`src/sv/ramx_pkg.sv`:
```
// ============================================================================
// ramx_pkg
// Shared types and constants of the range arg-max segment tree.
// ============================================================================
package ramx_pkg;

    // Tree size and stored value width
    localparam int LEAVES     = 1024;
    localparam int VALUE_BITS = 32;

    // Derived widths
    localparam int NODES  = 2 * LEAVES;
    localparam int LEAF_W = $clog2(LEAVES);
    localparam int NIDX_W = $clog2(NODES);
    localparam int CNT_W  = NIDX_W + 1;

    // Port field widths
    localparam int ACTION_W = 1;
    localparam int POS_W    = 10;
    localparam int IN_VAL_W = 32;
    localparam int LOW_W    = 10;
    localparam int HIGH_W   = 11;
    localparam int IDX_W    = 10;
    localparam int OUT_VAL_W = 32;

    // Action codes
    localparam logic [ACTION_W-1:0] ACT_WRITE = 1'b0;
    localparam logic [ACTION_W-1:0] ACT_QUERY = 1'b1;

    // One tree node: valid flag, leaf index of the maximum, and its value
    typedef struct packed {
        logic                         valid;
        logic [LEAF_W-1:0]            index;
        logic signed [VALUE_BITS-1:0] value;
    } t_node;

endpackage

```
`src/sv/ramx_merge.sv`:
```
// ============================================================================
// ramx_merge
// Combine two tree nodes: keep the larger value, the lower index on a tie;
// an empty node gives way to the other one.
// ============================================================================
module ramx_merge (
    input  ramx_pkg::t_node i_a,
    input  ramx_pkg::t_node i_b,
    output ramx_pkg::t_node o_y
);

    // Select the winner
    always_comb begin
        if (!i_a.valid) begin
            o_y = i_b;
        end else if (!i_b.valid) begin
            o_y = i_a;
        end else if ($signed(i_a.value) > $signed(i_b.value)) begin
            o_y = i_a;
        end else if ($signed(i_b.value) > $signed(i_a.value)) begin
            o_y = i_b;
        end else if (i_a.index <= i_b.index) begin
            o_y = i_a;
        end else begin
            o_y = i_b;
        end
    end

endmodule
```
`config.mk`:
```
export PLATFORM = sky130hd
export DESIGN_NAME = ramx_merge
export DESIGN_NICKNAME = d
export VERILOG_FILES = /design/src/sv/ramx_pkg.sv /design/src/sv/ramx_merge.sv
export SDC_FILE = /design/constraint.sdc
export NUM_CORES = 1
export LEC_CHECK = 0
export ABC_AREA = 1
export ABC_CLOCK_PERIOD_IN_PS = 5400
export BUFFER_PORTS_ARGS = -buffer_cell sky130_fd_sc_hd__buf_2
export CORE_MARGIN = 8
export CORE_UTILIZATION = 30
export DETAILED_ROUTE_END_ITERATION = 7
export SLEW_MARGIN = 25
export SYNTH_ARGS = -nofsm -noshare
export SYNTH_HDL_FRONTEND = slang
export SYNTH_SLANG_ARGS = --single-unit
export TNS_END_PERCENT = 1
```
`constraint.sdc`:
```
create_clock -name vclk -period 5.4
set_clock_uncertainty 0.1 [all_clocks]
set_input_delay 0.54 -clock vclk [all_inputs]
set_output_delay 0.54 -clock vclk [all_outputs]
set_load 0.02 [all_outputs]
```
Yosys cells after proc, flatten, opt, wreduce, memory -nomap -nowiden
Index checks and enable logic that the tools add are counted.
{"block": "op_classes", "n_addsub": 0, "n_mul": 0, "div_mod_pow": 0, "magnitude_cmp": 3, "eq_ne": 0, "shift": 0, "mux": 5, "bitwise": 0, "n_reduce_logical": 0}
{"op": "42-bit 2-to-1 mux", "count": 4}
{"op": "32-bit greater-than comparator", "count": 2}
{"op": "43-bit 2-to-1 mux", "count": 1}
{"op": "10-bit less-or-equal comparator", "count": 1}
{"block": "word_totals", "ff_bits": 0, "latch_bits": 0, "mem_bits_rw": 0, "rom_bits": 0, "wordCells": 8, "n_memories": 0}

Depth between registers and ports, before layout
{"block": "depth", "word_depth": 6, "ltp_mapped": 19, "ltp_nobuf": 18}

Worst setup path after synthesis
Ideal clock, no wire load.
{"block": "synth_path", "path_kind": "in2out", "start": "input i_a[31] in the netlist's numbering", "end": "output o_y[33] in the netlist's numbering", "arrival_ns": 2.017, "path_slack_ns": 2.743, "cell_stages": 15, "path_cell_list": "inv_1 -> ha_1 -> nand2_1 -> nor2_2 -> nand2_1 -> nor2_1 -> nand2_1 -> nor2_1 -> nand2_1 -> nand2_1 -> a21oi_2 -> nand2_4 -> clkbuf_4 -> nand3_1 -> nand2_1"}
{"element": "start, declared", "line_no": "ramx_merge.sv:7", "source": "input ramx_pkg::t_node i_a,"}
{"element": "end, declared", "line_no": "ramx_merge.sv:9", "source": "output ramx_pkg::t_node o_y"}

==> qor.txt <==
# fillers - 686
DRT Pass-1 Iters - 4
seq_cells - 0
worst endpoint data arrival time - 2.94 ns
LEAKAGE - 1.77 nW
met1 WL - 2580 µm
Port Buffers - 129
largest net degree at the start of global routing - 45
RePlAce Congestion - 0.774
post-place setup slack - 1.77 ns
Core Region - 0.00596 mm²
Yosys top cell area share - 29.2%
Post-Syn Area - 0.00187 mm²
total grt overflow - 0
IO Pins - 129
Via-to-Cell Ratio - 4.41
syn_nets - 480
Max IR drop VDD - 0.0000549 V
hold path endpoint - o_y[36]
Synth Instances - 352
layout cells sized above 1 - 28.6%
pwr/cell area - 103 mW/mm²
Setup TNS Final - 0 ns
status - complete, no violations
number of global-route vias before repair - 2291
Syn. warnings - 0
GRT Resource Usage Total - 12.1%
antenna violations before repair - 0
post-cts sizing count - 0
Setup crit start kind - primary input
via count - 2396
Worst Tran Pin Value - 0.828 ns
first-pass GRT wire length - 9640 µm
synthesis-to-finish area growth - 34.4%
average cell area after synthesis - 5.30 µm²
max-slew violations - 0
Final Core Density - 42.1%
CP required - 4.76 ns
Max Used Layer - met3
# rows - 28
final setup margin - 1.82 ns
Tmin final - 3.58 ns
Nets - 598
n_diodes - 0
HP Start - i_b[36]
met3 wire length - 512 µm
area occupied by registers - 0 µm²
Iter 0 DRT Violations - 56
# clk buffers - 0
Synth top cells by count - 145 x nand2_1, 62 x inv_1, 47 x nand3_1, 42 x ha_1, 16 x nor2_1
Seq/Total Area, Yosys - 0%
Starting Density - 31.3%
hold path depth - 4
Worst Path Max Fanout - 43
total wire length - 5760 µm
mean routed wirelength per cell - 10.6 µm
setup bufs post-CTS - 0
Fmax - 279 MHz
Die Area - 0.00900 mm²
Rel. slew slack - 44.8%
count leader, synth - nand2_1
final setup fails - 0
CP Capture Type - output port
Tcrit/Tclk final - 66.3%
dominant cells by area after synthesis - nand2_1 29%, ha_1 28%, nand3_1 13%
Yosys top cell by area - nand2_1
DRC viols - 0
Fin. Hold Viols - 0
die height - 94.9 µm
synth unique cells - 22
Crit Path Class - in -> out
met2 WL post-DR - 2670 µm
post-route ant nets - 0
cts hold-fix bufs - 0
RSZ-0062 raised after global routing - no
die width - 94.9 µm
Hold Crit Class - in -> out
max_cap viols - 0
Final HPWL DP - 4890 µm
==> placed cells by master (no fill, tap or decap), drive strengths merged, types with 2 or more instances in the layout <==
cell   netlist  layout
nand2      147     147
buf          9     129
inv         62      62
nand3       47      47
ha          42      42
nor2        17      17
a21oi       13      13
a21o         3       3
nand4        2       2
==> worst max-delay path by stage <==
stage                 start       to  slack (ns)  cells after the start
finish              i_a[31]  o_y[20]        1.82                     17
global route        i_a[31]  o_y[35]        1.46                     17
detailed placement  i_a[31]  o_y[21]        1.77                     17
global placement    i_a[31]  o_y[21]        1.77                     17
floorplan           i_a[31]  o_y[33]        2.74                     15
CTS                 i_a[31]  o_y[21]        1.76                     17
==> per-stage QoR <==
stage / cells / area, µm² / power [mW] / hold slack, ns
detailed placement: 543 / 2510 / 0.262 / 1.31
global route: 543 / 2510 / 0.295 / 1.33
floorplan: 352 / 1870 / 0.175 / 1.12
CTS: 543 / 2510 / 0.263 / 1.31
finish: 543 / 2510 / 0.258 / 1.30
global placement: 543 / 2510 / 0.260 / 1.31
==> critical path, cell delays in order <==
cell,delay [ns]
buf_2,0.09
inv_1,0.04
ha_1,0.31
nand2_1,0.09
nor2_2,0.12
nand2_1,0.09
nor2_1,0.17
nand2_1,0.07
nor2_1,0.10
nand2_1,0.06
nand2_1,0.07
a21oi_2,0.05
nand2_4,0.35
nand2_4,0.38
nand2_1,0.15
nand2_1,0.06
buf_2,0.15
==> where the power goes <==
group | switching, mW | internal, mW
logic | 0.161 | 0.0976
clock network | 0 | 0
registers | 0 | 0
==> layout make-up <==
| class | instances | area, µm² | area share, % |
|---|---|---|---|
| Timing Repair Buffer | 129 | 646 | 25.7 |
| Tap cell | 75 | 93.8 | 3.74 |
| Inverter | 62 | 233 | 9.28 |
| Multi-Input combinational cell | 277 | 1540 | 61.2 |
==> layer usage <==
layer | track usage, % | vias up
met1 | 15.0 | 988
li1 | - | 1330
met4 | 0 | 0
met2 | 22.5 | 78
met5 | 0 | -
met3 | 1.75 | 0
==> kinds of logic (layout without fill, tap and decap cells) <==
family	count (synthesis)	in the layout	synth area share, %
simple gates	216	216	48.2
fa+ha+maj	42	42	28.1
compound gates	19	19	5.97
buf+inv	75	191	17.7
Power figures use the tool's default switching activity.
